===== config.mk =====
export PLATFORM = sky130hd
export DESIGN_NAME = framed_parameter_link_engine_core
export DESIGN_NICKNAME = d
export VERILOG_FILES = /design/src/hdl/fple_pkg.sv /design/src/hdl/fple_ctrl.sv /design/src/hdl/fple_dp.sv /design/src/hdl/framed_parameter_link_engine_core.sv
export VERILOG_INCLUDE_DIRS = /design/src /design/src/hdl
export SDC_FILE = /design/constraint.sdc
export NUM_CORES = 1
export LEC_CHECK = 0
export ABC_AREA = 1
export BUFFER_PORTS_ARGS = -buffer_cell sky130_fd_sc_hd__buf_4
export CAP_MARGIN = 20
export CORE_MARGIN = 10
export CORE_UTILIZATION = 61
export DETAILED_ROUTE_END_ITERATION = 6
export GPL_ROUTABILITY_DRIVEN = 0
export GPL_TIMING_DRIVEN = 0
export PLACE_DENSITY_LB_ADDON = 0.2
export SLEW_MARGIN = 15
export SYNTH_ARGS = -nofsm -noshare
export SYNTH_HDL_FRONTEND = slang
export SYNTH_SLANG_ARGS = --single-unit

===== constraint.sdc =====
create_clock -name clk -period 6.2 [get_ports clk]
set_input_delay 0 -clock clk [delete_from_list [all_inputs] [get_ports clk]]
set_output_delay 0 -clock clk [all_outputs]
set_load 0.01 [all_outputs]

===== src/hdl/framed_parameter_link_engine_core_macros.svh =====
// Assertion helpers for the link engine core
`ifndef FRAMED_PARAMETER_LINK_ENGINE_CORE_MACROS_SVH
`define FRAMED_PARAMETER_LINK_ENGINE_CORE_MACROS_SVH
`ifndef SYNTH
`define FPLE_ASSERT_IMP(name, ante, cons) \
    name: assert property (@(posedge clk) disable iff (!rst_n) (ante) |-> (cons)) \
        else $error("assertion failed");
`define FPLE_ASSERT_NXT(name, ante, cons) \
    name: assert property (@(posedge clk) disable iff (!rst_n) (ante) |=> (cons)) \
        else $error("assertion failed");
`else
`define FPLE_ASSERT_IMP(name, ante, cons)
`define FPLE_ASSERT_NXT(name, ante, cons)
`endif
`endif


===== src/hdl/fple_pkg.sv =====
`timescale 1ns / 1ps
`default_nettype none
package fple_pkg;

    localparam int MAX_PAYLOAD_DEF = 16;
    localparam int NUM_PARAMS_DEF  = 6;
    localparam int PL_USED         = 6;

    localparam logic [7:0] START_BYTE = 8'hAB;
    localparam logic [7:0] DST_BYTE   = 8'hFF;
    localparam logic [7:0] SRC_BYTE   = 8'hFE;
    localparam logic [7:0] FN_CMD     = 8'hE0;
    localparam logic [7:0] FN_WRITE   = 8'hE1;
    localparam logic [7:0] FN_NAME    = 8'hE2;
    localparam logic [7:0] FN_INFO    = 8'hE3;
    localparam logic [7:0] FN_ACK     = 8'h00;
    localparam logic [7:0] CMD_INFO   = 8'h00;
    localparam logic [7:0] CMD_COUNT  = 8'h01;
    localparam logic [7:0] CMD_READ   = 8'h02;
    localparam logic [7:0] CMD_NAME   = 8'h03;
    localparam logic [7:0] CMD_SAVE   = 8'h10;
    localparam logic [7:0] PARAM_TYPE = 8'h08;

    localparam logic [1:0] CFG_MAX_LEN = 2'd0;
    localparam logic [1:0] CFG_NAME    = 2'd1;
    localparam logic [4:0] MAX_LEN_RST = 5'd10;
    localparam logic [7:0] NAME_RST    = 8'd88;

    typedef enum logic [3:0] {
        ST_START, ST_SRC, ST_DST, ST_FUNC, ST_LEN_LO, ST_LEN_HI,
        ST_PAYLOAD, ST_SUM, ST_ADD, ST_TX
    } state_t;

    typedef enum logic [2:0] {
        RP_NONE, RP_INFO, RP_COUNT, RP_READ, RP_NAME, RP_SAVE, RP_WRITE
    } reply_t;

    typedef struct packed {
        logic take;
        logic start;
        logic accum;
        logic func_wr;
        logic len_lo_wr;
        logic len_hi_wr;
        logic pay_wr;
        logic sum_wr;
        logic exec;
        logic tx_load;
    } ctrl_cmd_t;

    typedef struct packed {
        logic is_start;
        logic len_ok;
        logic len_zero;
        logic pay_last;
        logic reply_go;
        logic load_ok;
        logic tx_last;
    } dp_status_t;

    function automatic logic [4:0] reply_len(reply_t k);
        case (k)
            RP_INFO:  reply_len = 5'd10;
            RP_READ:  reply_len = 5'd6;
            RP_NAME:  reply_len = 5'd23;
            RP_NONE:  reply_len = 5'd0;
            default:  reply_len = 5'd3;
        endcase
    endfunction

    function automatic logic [7:0] reply_func(reply_t k);
        case (k)
            RP_INFO:  reply_func = FN_INFO;
            RP_COUNT: reply_func = FN_CMD;
            RP_READ:  reply_func = FN_WRITE;
            RP_NAME:  reply_func = FN_NAME;
            default:  reply_func = FN_ACK;
        endcase
    endfunction

    function automatic logic [7:0] name_char(logic [7:0] id, logic [1:0] pos);
        logic [7:0] c0;
        logic [7:0] c2;
        c0 = (id < 8'd3) ? "S" : "L";
        c2 = (id == 8'd0 || id == 8'd3) ? "P" : (id == 8'd1 || id == 8'd4) ? "I" : "D";
        if (id >= 8'd6)
            name_char = 8'h00;
        else
        begin
            case (pos)
                2'd0:    name_char = c0;
                2'd1:    name_char = (id < 8'd3) ? "E" : "M";
                2'd2:    name_char = c2;
                default: name_char = 8'h00;
            endcase
        end
    endfunction

endpackage
`default_nettype wire


===== src/hdl/fple_ctrl.sv =====
`timescale 1ns / 1ps
`default_nettype none
module fple_ctrl (
    input  wire logic               clk,
    input  wire logic               rst_n,
    input  wire logic               in_valid,
    output logic                    in_stall,
    input  wire fple_pkg::dp_status_t status,
    output fple_pkg::ctrl_cmd_t     cmd
);

    fple_pkg::state_t state_reg;
    fple_pkg::state_t state_next;
    logic             take;

    assign take = in_valid && (state_reg != fple_pkg::ST_TX);

    always_ff @(posedge clk or negedge rst_n)
    begin
        if (!rst_n)
            state_reg <= fple_pkg::ST_START;
        else
            state_reg <= state_next;
    end

    always_comb
    begin
        state_next = state_reg;
        case (state_reg)
            fple_pkg::ST_START:   if (take && status.is_start) state_next = fple_pkg::ST_SRC;
            fple_pkg::ST_SRC:     if (take) state_next = fple_pkg::ST_DST;
            fple_pkg::ST_DST:     if (take) state_next = fple_pkg::ST_FUNC;
            fple_pkg::ST_FUNC:    if (take) state_next = fple_pkg::ST_LEN_LO;
            fple_pkg::ST_LEN_LO:  if (take) state_next = fple_pkg::ST_LEN_HI;
            fple_pkg::ST_LEN_HI:
                if (take)
                begin
                    if (!status.len_ok)
                        state_next = fple_pkg::ST_START;
                    else if (status.len_zero)
                        state_next = fple_pkg::ST_SUM;
                    else
                        state_next = fple_pkg::ST_PAYLOAD;
                end
            fple_pkg::ST_PAYLOAD: if (take && status.pay_last) state_next = fple_pkg::ST_SUM;
            fple_pkg::ST_SUM:     if (take) state_next = fple_pkg::ST_ADD;
            fple_pkg::ST_ADD:
                if (take)
                    state_next = status.reply_go ? fple_pkg::ST_TX : fple_pkg::ST_START;
            fple_pkg::ST_TX:
                if (status.load_ok && status.tx_last) state_next = fple_pkg::ST_START;
            default:              state_next = fple_pkg::ST_START;
        endcase
    end

    always_comb
    begin
        cmd = '0;
        cmd.take = take;
        in_stall = (state_reg == fple_pkg::ST_TX);
        case (state_reg)
            fple_pkg::ST_START:   cmd.start = take && status.is_start;
            fple_pkg::ST_SRC,
            fple_pkg::ST_DST:     cmd.accum = take;
            fple_pkg::ST_FUNC:
            begin
                cmd.accum   = take;
                cmd.func_wr = take;
            end
            fple_pkg::ST_LEN_LO:
            begin
                cmd.accum     = take;
                cmd.len_lo_wr = take;
            end
            fple_pkg::ST_LEN_HI:
            begin
                cmd.accum     = take;
                cmd.len_hi_wr = take;
            end
            fple_pkg::ST_PAYLOAD:
            begin
                cmd.accum  = take;
                cmd.pay_wr = take;
            end
            fple_pkg::ST_SUM:     cmd.sum_wr = take;
            fple_pkg::ST_ADD:     cmd.exec = take && status.reply_go;
            fple_pkg::ST_TX:      cmd.tx_load = status.load_ok;
            default:              cmd.take = 1'b0;
        endcase
    end

endmodule
`default_nettype wire


===== src/hdl/fple_dp.sv =====
`timescale 1ns / 1ps
`default_nettype none
module fple_dp #(
    parameter int MAX_PAYLOAD = fple_pkg::MAX_PAYLOAD_DEF,
    parameter int NUM_PARAMS  = fple_pkg::NUM_PARAMS_DEF
) (
    input  wire logic               clk,
    input  wire logic               rst_n,
    input  wire logic               cfg_we,
    input  wire logic [1:0]         cfg_index,
    input  wire logic [7:0]         cfg_data,
    input  wire logic [7:0]         rx_byte,
    input  wire logic               out_stall,
    input  wire fple_pkg::ctrl_cmd_t cmd,
    output fple_pkg::dp_status_t    status,
    output logic                    out_valid,
    output logic [7:0]              tx_byte,
    output logic                    tx_last,
    output logic                    param_written,
    output logic [2:0]              param_index,
    output logic [31:0]             param_value,
    output logic                    save_request
);

    localparam int LW  = $clog2(MAX_PAYLOAD + 1);
    localparam int IDW = (NUM_PARAMS > 1) ? $clog2(NUM_PARAMS) : 1;

    logic [4:0]       max_len_reg;
    logic [7:0]       name_reg;
    logic [7:0]       func_reg;
    logic [7:0]       len_lo_reg;
    logic [LW-1:0]    len_reg;
    logic [LW-1:0]    cnt_reg;
    logic [7:0]       pl_reg [fple_pkg::PL_USED];
    logic [7:0]       sum_reg;
    logic [7:0]       add_reg;
    logic [7:0]       rsum_reg;
    logic [31:0]      table_reg [NUM_PARAMS];
    fple_pkg::reply_t kind_reg;
    fple_pkg::reply_t kind_next;
    logic [7:0]       addb_reg;
    logic [4:0]       idx_reg;
    logic [7:0]       tsum_reg;
    logic [7:0]       tadd_reg;
    logic             ovalid_reg;
    logic [7:0]       obyte_reg;
    logic             olast_reg;
    logic             owr_reg;
    logic [2:0]       oidx_reg;
    logic [31:0]      oval_reg;
    logic             osave_reg;

    logic [7:0]  pay [fple_pkg::PL_USED];
    logic [15:0] len16;
    logic [15:0] lim16;
    logic [LW:0] cnt_inc;
    logic [15:0] e0_id;
    logic [15:0] e1_id;
    logic [15:0] id16;
    logic [IDW-1:0] id_sel;
    logic [31:0] wval;
    logic [31:0] rval;
    logic [4:0]  n;
    logic [4:0]  k;
    logic [7:0]  pbyte;
    logic [7:0]  byte_now;
    logic [7:0]  sum_now;
    logic [7:0]  sum_acc;

    always_comb
    begin
        for (int i = 0; i < fple_pkg::PL_USED; i++)
            pay[i] = (LW'(i) < len_reg) ? pl_reg[i] : 8'h00;
    end

    assign len16   = {rx_byte, len_lo_reg};
    assign lim16   = ({11'b0, max_len_reg} > 16'(MAX_PAYLOAD)) ? 16'(MAX_PAYLOAD)
                                                              : {11'b0, max_len_reg};
    assign cnt_inc = {1'b0, cnt_reg} + 1'b1;
    assign e0_id   = {pay[2], pay[1]};
    assign e1_id   = {pay[1], pay[0]};
    assign wval    = {pay[5], pay[4], pay[3], pay[2]};
    assign id16    = (kind_reg == fple_pkg::RP_WRITE) ? e1_id : e0_id;
    assign id_sel  = IDW'(id16);
    assign rval    = (id16 < 16'(NUM_PARAMS)) ? table_reg[id_sel] : 32'h0;
    assign sum_now = sum_reg + rx_byte;

    // classify the frame from its function code and first payload bytes
    always_comb
    begin
        kind_next = fple_pkg::RP_NONE;
        if (func_reg == fple_pkg::FN_CMD)
        begin
            case (pay[0])
                fple_pkg::CMD_INFO:  kind_next = fple_pkg::RP_INFO;
                fple_pkg::CMD_COUNT: kind_next = fple_pkg::RP_COUNT;
                fple_pkg::CMD_READ:
                    if (e0_id < 16'(NUM_PARAMS)) kind_next = fple_pkg::RP_READ;
                fple_pkg::CMD_NAME:
                    if (e0_id < 16'(NUM_PARAMS)) kind_next = fple_pkg::RP_NAME;
                fple_pkg::CMD_SAVE:  kind_next = fple_pkg::RP_SAVE;
                default:             kind_next = fple_pkg::RP_NONE;
            endcase
        end
        else if (func_reg == fple_pkg::FN_WRITE && e1_id < 16'(NUM_PARAMS))
            kind_next = fple_pkg::RP_WRITE;
    end

    assign n = fple_pkg::reply_len(kind_reg);
    assign k = idx_reg - 5'd6;

    always_comb
    begin
        pbyte = 8'h00;
        case (kind_reg)
            fple_pkg::RP_INFO:
                if (k == 5'd0) pbyte = fple_pkg::DST_BYTE;
                else if (k == 5'd9) pbyte = name_reg;
            fple_pkg::RP_COUNT:
                case (k)
                    5'd0:    pbyte = 8'h01;
                    5'd1:    pbyte = 8'(NUM_PARAMS);
                    5'd2:    pbyte = 8'(NUM_PARAMS >> 8);
                    default: pbyte = 8'h00;
                endcase
            fple_pkg::RP_READ:
                case (k)
                    5'd0:    pbyte = id16[7:0];
                    5'd1:    pbyte = id16[15:8];
                    5'd2:    pbyte = rval[7:0];
                    5'd3:    pbyte = rval[15:8];
                    5'd4:    pbyte = rval[23:16];
                    5'd5:    pbyte = rval[31:24];
                    default: pbyte = 8'h00;
                endcase
            fple_pkg::RP_NAME:
                case (k)
                    5'd0:    pbyte = id16[7:0];
                    5'd1:    pbyte = id16[15:8];
                    5'd2:    pbyte = fple_pkg::PARAM_TYPE;
                    5'd3:    pbyte = fple_pkg::name_char(id16[7:0], 2'd0);
                    5'd4:    pbyte = fple_pkg::name_char(id16[7:0], 2'd1);
                    5'd5:    pbyte = fple_pkg::name_char(id16[7:0], 2'd2);
                    default: pbyte = 8'h00;
                endcase
            fple_pkg::RP_SAVE,
            fple_pkg::RP_WRITE:
                case (k)
                    5'd0:    pbyte = (kind_reg == fple_pkg::RP_SAVE) ? fple_pkg::FN_CMD
                                                                     : fple_pkg::FN_WRITE;
                    5'd1:    pbyte = rsum_reg;
                    5'd2:    pbyte = addb_reg;
                    default: pbyte = 8'h00;
                endcase
            default: pbyte = 8'h00;
        endcase
    end

    always_comb
    begin
        case (idx_reg)
            5'd0:    byte_now = fple_pkg::START_BYTE;
            5'd1:    byte_now = fple_pkg::DST_BYTE;
            5'd2:    byte_now = fple_pkg::SRC_BYTE;
            5'd3:    byte_now = fple_pkg::reply_func(kind_reg);
            5'd4:    byte_now = {3'b0, n};
            5'd5:    byte_now = 8'h00;
            default:
                if (idx_reg < n + 5'd6)
                    byte_now = pbyte;
                else if (idx_reg == n + 5'd6)
                    byte_now = tsum_reg;
                else
                    byte_now = tadd_reg;
        endcase
    end

    assign sum_acc = tsum_reg + byte_now;

    assign status.is_start = (rx_byte == fple_pkg::START_BYTE);
    assign status.len_ok   = (len16 <= lim16);
    assign status.len_zero = (len16 == 16'h0);
    assign status.pay_last = (cnt_inc >= {1'b0, len_reg});
    assign status.reply_go = (rsum_reg == sum_reg) && (rx_byte == add_reg)
                             && (kind_next != fple_pkg::RP_NONE);
    assign status.load_ok  = !ovalid_reg || !out_stall;
    assign status.tx_last  = (idx_reg == n + 5'd7);

    always_ff @(posedge clk or negedge rst_n)
    begin
        if (!rst_n)
        begin
            max_len_reg <= fple_pkg::MAX_LEN_RST;
            name_reg    <= fple_pkg::NAME_RST;
            func_reg    <= '0;
            len_lo_reg  <= '0;
            len_reg     <= '0;
            cnt_reg     <= '0;
            sum_reg     <= '0;
            add_reg     <= '0;
            rsum_reg    <= '0;
            kind_reg    <= fple_pkg::RP_NONE;
            addb_reg    <= '0;
            idx_reg     <= '0;
            tsum_reg    <= '0;
            tadd_reg    <= '0;
            ovalid_reg  <= 1'b0;
            for (int i = 0; i < NUM_PARAMS; i++)
                table_reg[i] <= '0;
        end
        else
        begin
            if (cfg_we && cfg_index == fple_pkg::CFG_MAX_LEN)
                max_len_reg <= cfg_data[4:0];
            if (cfg_we && cfg_index == fple_pkg::CFG_NAME)
                name_reg <= cfg_data;
            if (cmd.start)
            begin
                sum_reg <= rx_byte;
                add_reg <= rx_byte;
                len_reg <= '0;
            end
            else if (cmd.accum)
            begin
                sum_reg <= sum_now;
                add_reg <= add_reg + sum_now;
            end
            if (cmd.func_wr)
                func_reg <= rx_byte;
            if (cmd.len_lo_wr)
                len_lo_reg <= rx_byte;
            if (cmd.len_hi_wr)
            begin
                cnt_reg <= '0;
                if (status.len_ok)
                    len_reg <= LW'(len16);
            end
            if (cmd.pay_wr)
                cnt_reg <= cnt_inc[LW-1:0];
            if (cmd.sum_wr)
                rsum_reg <= rx_byte;
            if (cmd.exec)
            begin
                kind_reg <= kind_next;
                addb_reg <= rx_byte;
                idx_reg  <= '0;
                tsum_reg <= '0;
                tadd_reg <= '0;
                if (kind_next == fple_pkg::RP_WRITE)
                    table_reg[IDW'(e1_id)] <= wval;
            end
            // hold the beat while stalled, advance on each load
            if (cmd.tx_load)
            begin
                ovalid_reg <= 1'b1;
                idx_reg    <= idx_reg + 5'd1;
                // keep the check bytes out of the running checks
                if (idx_reg < n + 5'd6)
                begin
                    tsum_reg <= sum_acc;
                    tadd_reg <= tadd_reg + sum_acc;
                end
            end
            else if (!out_stall)
                ovalid_reg <= 1'b0;
        end
    end

    always_ff @(posedge clk)
    begin
        if (cmd.pay_wr && cnt_reg < LW'(fple_pkg::PL_USED))
            pl_reg[cnt_reg[$clog2(fple_pkg::PL_USED)-1:0]] <= rx_byte;
        if (cmd.tx_load)
        begin
            obyte_reg <= byte_now;
            olast_reg <= status.tx_last;
            owr_reg   <= (kind_reg == fple_pkg::RP_WRITE);
            oidx_reg  <= (kind_reg == fple_pkg::RP_WRITE) ? e1_id[2:0] : 3'd0;
            oval_reg  <= (kind_reg == fple_pkg::RP_WRITE) ? wval : 32'h0;
            osave_reg <= (kind_reg == fple_pkg::RP_SAVE);
        end
    end

    assign out_valid     = ovalid_reg;
    assign tx_byte       = obyte_reg;
    assign tx_last       = olast_reg;
    assign param_written = owr_reg;
    assign param_index   = oidx_reg;
    assign param_value   = oval_reg;
    assign save_request  = osave_reg;

endmodule
`default_nettype wire


===== src/hdl/framed_parameter_link_engine_core.sv =====
`timescale 1ns / 1ps
`default_nettype none
`include "framed_parameter_link_engine_core_macros.svh"
// Receives link bytes, checks 0xAB-framed requests by their sum and add bytes,
// and answers parameter commands with reply frames of 11 to 31 bytes. Each
// received byte is taken while in_valid is high and the receive side is not
// stalled. After a valid request the frame sequencer emits its reply at one
// byte per cycle (stall permitting) and holds the receive side stalled until
// its last reply byte is loaded. Parameter words reset to zero.
module framed_parameter_link_engine_core #(
    parameter int MAX_PAYLOAD = fple_pkg::MAX_PAYLOAD_DEF,
    parameter int NUM_PARAMS  = fple_pkg::NUM_PARAMS_DEF
) (
    input  wire logic        clk,
    input  wire logic        rst_n,
    input  wire logic        cfg_we,
    input  wire logic [1:0]  cfg_index,
    input  wire logic [7:0]  cfg_data,
    input  wire logic        in_valid,
    output logic             in_stall,
    input  wire logic [7:0]  rx_byte,
    output logic             out_valid,
    input  wire logic        out_stall,
    output logic [7:0]       tx_byte,
    output logic             tx_last,
    output logic             param_written,
    output logic [2:0]       param_index,
    output logic [31:0]      param_value,
    output logic             save_request
);

    fple_pkg::ctrl_cmd_t  cmd;
    fple_pkg::dp_status_t status;

    fple_ctrl u_ctrl (
        .clk      (clk),
        .rst_n    (rst_n),
        .in_valid (in_valid),
        .in_stall (in_stall),
        .status   (status),
        .cmd      (cmd)
    );

    fple_dp #(
        .MAX_PAYLOAD (MAX_PAYLOAD),
        .NUM_PARAMS  (NUM_PARAMS)
    ) u_dp (
        .clk           (clk),
        .rst_n         (rst_n),
        .cfg_we        (cfg_we),
        .cfg_index     (cfg_index),
        .cfg_data      (cfg_data),
        .rx_byte       (rx_byte),
        .out_stall     (out_stall),
        .cmd           (cmd),
        .status        (status),
        .out_valid     (out_valid),
        .tx_byte       (tx_byte),
        .tx_last       (tx_last),
        .param_written (param_written),
        .param_index   (param_index),
        .param_value   (param_value),
        .save_request  (save_request)
    );

    `FPLE_ASSERT_NXT(a_tx_end_frees_rx, cmd.tx_load && status.tx_last, !in_stall)
    `FPLE_ASSERT_IMP(a_no_rx_during_tx, in_stall, !cmd.take)
    `FPLE_ASSERT_IMP(a_write_not_save, out_valid && param_written, !save_request)

endmodule
`default_nettype wire

==> report_table.html <==
<table>
<tr><th>Metric</th><th>Value</th></tr>
<tr><th colspan="2">GRT</th></tr>
<tr><td>Initial antenna violation count</td><td>1</td></tr>
<tr><td>Largest net degree at the start of global routing</td><td>106</td></tr>
<tr><td>Via count of the first global-routing pass</td><td>17200</td></tr>
<tr><td>First-pass GRT wire length</td><td>94.1 mm</td></tr>
<tr><td>Global-route usage over all layers</td><td>0.303</td></tr>
<tr><td>Remaining Overflow, GRT</td><td>0</td></tr>
<tr><th colspan="2">Critical path</th></tr>
<tr><td>Launching element type of the critical path</td><td>register</td></tr>
<tr><td>Reg2reg setup slack</td><td>0.34 ns</td></tr>
<tr><td>Critical path endpoint category</td><td>register</td></tr>
<tr><td>Critical Setup Path Class</td><td>reg2reg</td></tr>
<tr><td>Number of cells traversed by the worst register-to-register path</td><td>38</td></tr>
<tr><td>RR Startpoint</td><td>u_dp.len_reg[3]</td></tr>
<tr><td>Worst path arrival time</td><td>6.28 ns</td></tr>
<tr><td>Worst endpoint required time</td><td>6.62 ns</td></tr>
<tr><td>CP max FO</td><td>10</td></tr>
<tr><td>Reg2Reg Capture Point</td><td>u_dp.tadd_reg[7]</td></tr>
<tr><td>Worst path max stage delay</td><td>0.44 ns</td></tr>
<tr><td>Crit path max-delay cell type</td><td>dfrtp_1</td></tr>
<tr><th colspan="2">Final layout</th></tr>
<tr><td>Area delta synth-&gt;final</td><td>16.7%</td></tr>
<tr><td>Post-layout util</td><td>0.724</td></tr>
<tr><td>Number of flip-flops under the largest register name</td><td>192</td></tr>
<tr><td>Layout cells sized above 1</td><td>0.142</td></tr>
<tr><td>Number of nets at the end of the flow</td><td>2484</td></tr>
<tr><td>Non-Filler Instances</td><td>2841</td></tr>
<tr><th colspan="2">Synth</th></tr>
<tr><td>Register bit count reported by yosys</td><td>386</td></tr>
<tr><td>Synthesized netlist net count</td><td>2327</td></tr>
<tr><td>Fraction of the mapped netlist area in compound gates</td><td>0.148</td></tr>
<tr><td>Synthesized area per cell</td><td>8.76 um^2</td></tr>
<tr><td>Adder-cell share of the synthesized area</td><td>0.0371</td></tr>
<tr><td>Simple-gate share of the synthesized area</td><td>0.215</td></tr>
<tr><td>Commonest register cell after synthesis</td><td>dfrtp_1</td></tr>
<tr><td>Post-synthesis cell type count</td><td>63</td></tr>
<tr><td>Post-Syn Instances</td><td>2248</td></tr>
<tr><td>Post-synth ARST share</td><td>0.756</td></tr>
<tr><td>Combinational family with the most area after synthesis</td><td>simple AND/OR/NAND/NOR gates</td></tr>
<tr><td>Xor/xnor cell area share of the yosys netlist</td><td>0.0156</td></tr>
<tr><td>Share of the yosys chip area belonging to registers</td><td>0.515</td></tr>
<tr><td>Number of enable flip-flop cells after synthesis</td><td>94</td></tr>
<tr><td>Netlist Area Pre-Place</td><td>19700 um^2</td></tr>
<tr><td>Share of synthesized area spent on multiplexers</td><td>0.00375</td></tr>
<tr><td>Yosys warning count</td><td>0</td></tr>
<tr><th colspan="2">Timing</th></tr>
<tr><td>Final-report setup violation count</td><td>0</td></tr>
<tr><td>Least-Margin Pin Slew</td><td>0.818 ns</td></tr>
<tr><td>Period minus WS final</td><td>5.86 ns</td></tr>
<tr><td>Slew Limit Headroom</td><td>0.450</td></tr>
<tr><td>Number of hold violations in the final report</td><td>0</td></tr>
<tr><td>Clock Skews</td><td>0.0269 ns</td></tr>
<tr><td>Slew Limit Fails</td><td>0</td></tr>
<tr><td>Max Fclk</td><td>171 MHz</td></tr>
<tr><td>Period utilization</td><td>0.944</td></tr>
<tr><th colspan="2">Detailed routing</th></tr>
<tr><td>Routed length per placed instance</td><td>21.3 um</td></tr>
<tr><td>DR iter-0 viols</td><td>2032</td></tr>
<tr><td>Detailed Routing Iterations Pass 1</td><td>6</td></tr>
<tr><td>Vias after detailed routing</td><td>17700</td></tr>
<tr><td>Antenna viol nets, final</td><td>0</td></tr>
<tr><td>DRC violations left</td><td>0</td></tr>
<tr><td>Vias per cell</td><td>6.21</td></tr>
<tr><td>Drt total wl</td><td>60.4 mm</td></tr>
<tr><th colspan="2">CTS</th></tr>
<tr><td>Clock input transition at the sequential cells of the worst setup and hold paths</td><td>0.06 ns</td></tr>
<tr><td>Clock latency of the later-clocked register in the worst-skew pair</td><td>0.55 ns</td></tr>
<tr><td>Deepest level of the CTS H-tree</td><td>2</td></tr>
<tr><td>Cts bufs inserted</td><td>42</td></tr>
<tr><td>TritonCTS clock tree</td><td>built</td></tr>
<tr><td>Maximum root-to-sink buffer count</td><td>3</td></tr>
<tr><td>CTS root buffer</td><td>clkbuf_16</td></tr>
<tr><td>TritonCTS Sinks</td><td>386</td></tr>
<tr><th colspan="2">Floorplan</th></tr>
<tr><td>Full die area</td><td>39900 um^2</td></tr>
<tr><td>Row count</td><td>65</td></tr>
<tr><td>Effective utilization at floorplan</td><td>0.621</td></tr>
<tr><td>Count of pins on the block boundary</td><td>71</td></tr>
<tr><td>Horizontal die dimension</td><td>200 um</td></tr>
<tr><td>Floorplan core area</td><td>31700 um^2</td></tr>
<tr><td>Die height</td><td>200 um</td></tr>
<tr><th colspan="2">Job</th></tr>
<tr><td>Maxcap violations</td><td>0</td></tr>
<tr><th colspan="2">Status</th></tr>
<tr><td>Outcome</td><td>complete, no violations</td></tr>
<tr><th colspan="2">Pwr</th></tr>
<tr><td>Total leakage power</td><td>10.6 nW</td></tr>
<tr><td>Total power per unit cell area</td><td>351 nW/um^2</td></tr>
<tr><td>Maximum resistive drop on vdd</td><td>0.395 mV</td></tr>
<tr><td>Total power consumption of the routed design</td><td>8.06 mW</td></tr>
<tr><th colspan="2">Place</th></tr>
<tr><td>Number of placed instances, taps included</td><td>2724</td></tr>
<tr><td>Count of input and output buffers</td><td>70</td></tr>
<tr><td>Detailed placement HPWL</td><td>42.9 mm</td></tr>
<tr><th colspan="2">Min path</th></tr>
<tr><td>Hold Path Class</td><td>in2async</td></tr>
</table>
report_power, final:
part           internal [mW]  switching [mW]  total (mW)  leakage, nW
Clock                   1.65            1.06        2.72        0.736
Sequential              2.82           0.213        3.03         4.87
Combinational          0.873            1.43        2.31         5.03
layer usage:
metal,global-route usage,vias up,wire length (um)
li1,-,7938,-
met1,0.378,8482,22800
met2,0.498,994,28600
met3,0.0535,242,5570
met4,0.158,0,3380
met5,0,-,0
cells in the final DEF (no fill, tap or decap), drive strengths merged, types with 7 or more instances in the layout:
| cell type | instances |
|---|---|
| nand4 | 28 |
| clkinv | 16 |
| o211ai | 17 |
| clkbuf | 77 |
| buf | 145 |
| a22o | 13 |
| nand3 | 114 |
| ha | 52 |
| nand3b | 12 |
| a31oi | 9 |
| dlygate4sd3 | 25 |
| nor4 | 13 |
| o21ai | 338 |
| nand2 | 618 |
| nor3 | 22 |
| nor2 | 166 |
| o221ai | 7 |
| edfxtp | 94 |
| o22ai | 13 |
| inv | 183 |
| o2111ai | 18 |
| xnor2 | 9 |
| dfrtp | 287 |
| a22oi | 13 |
| or2 | 12 |
| bufinv | 8 |
| xor2 | 26 |
| a21oi | 52 |
what timing repair did:
action | CTS | global route
endpoints found under the hold margin | 295 | 0
setup endpoints to repair | 5 | 3
hold buffers | 26 | 0
pin swaps | 0 | 6
cloned | 0 | 1
buffers inserted | 0 | 16
resized for setup | 26 | 87
area by class of cell:
class / count / area, um^2
diodes: 1 / 2.50
plain buffers: 80 / 663
clock buffers: 51 / 1140
clock inverters: 26 / 358
fillers: 2409 / 8740
inverters: 184 / 711
multi-input cells: 1595 / 8430
flip-flops and latches: 386 / 10100
well taps: 402 / 503
repair buffers: 116 / 1030
worst max-delay path by stage:
stage / start / endpoint / slack [ns] / cells past startpoint
CTS: u_dp.len_reg[1] / u_dp.tadd_reg[7] / 0.01 / 40
global placement: u_dp.len_reg[4] / u_dp.tadd_reg[7] / -0.93 / 39
global route: u_dp.idx_reg[1] / u_dp.tadd_reg[7] / -0.03 / 35
detailed placement: u_dp.kind_reg[2] / u_dp.tadd_reg[7] / -0.98 / 40
finish: u_dp.len_reg[3] / u_dp.tadd_reg[7] / 0.34 / 38
floorplan: u_dp.kind_reg[2] / u_dp.tadd_reg[7] / 0.86 / 37
synth_stat cells, types with 20 or more instances:
| cell type | count | area, um^2 |
|---|---|---|
| a21oi_1 | 52 | 260 |
| buf_6 | 38 | 428 |
| clkbuf_1 | 34 | 128 |
| dfrtp_1 | 287 | 7180 |
| edfxtp_1 | 94 | 2820 |
| ha_1 | 52 | 651 |
| inv_1 | 151 | 567 |
| inv_2 | 30 | 113 |
| nand2_1 | 604 | 2270 |
| nand3_1 | 110 | 551 |
| nand4_1 | 27 | 169 |
| nor2_1 | 163 | 612 |
| nor3_1 | 20 | 100 |
| o21ai_0 | 106 | 531 |
| o21ai_1 | 217 | 1090 |
| xor2_1 | 26 | 228 |
worst max-delay path, delay by kind of cell, from the launching register on:
kind | cells | cell delay [ns]
xor gates and xnor gates | 2 | 0.34
DFF | 1 | 0.44
AOI/OAI and AO/OA | 5 | 0.64
adders and majority gates | 3 | 0.95
buffers and inverters | 8 | 0.88
and+or+nand+nor | 20 | 2.46
metrics by stage:
step / instance area [um^2] / worst slack (ns) / hold slack (ns) / TNS (ns)
global placement: 20700 / -0.932 / 0.234 / -1.72
floorplan: 19700 / 0.864 / -0.296 / 0
global route: 23000 / -0.0259 / 0.0305 / -0.0259
detailed placement: 20800 / -0.982 / -0.114 / -2.01
finish: 23000 / 0.344 / 0.00514 / 0
CTS: 22700 / 0.0135 / 0.0118 / 0
kinds of logic (layout without fill, tap and decap cells):
group,count (synthesis),in the layout
AO/OA/AOI/OAI,505,505
XOR/XNOR,35,35
adder cells (fa/ha/maj),56,56
buffers and inverters,268,457
flip-flops,386,386
multiplexers,7,7
other,0,1
AND/OR/NAND/NOR,991,992
(Power assumes the default switching activity.)
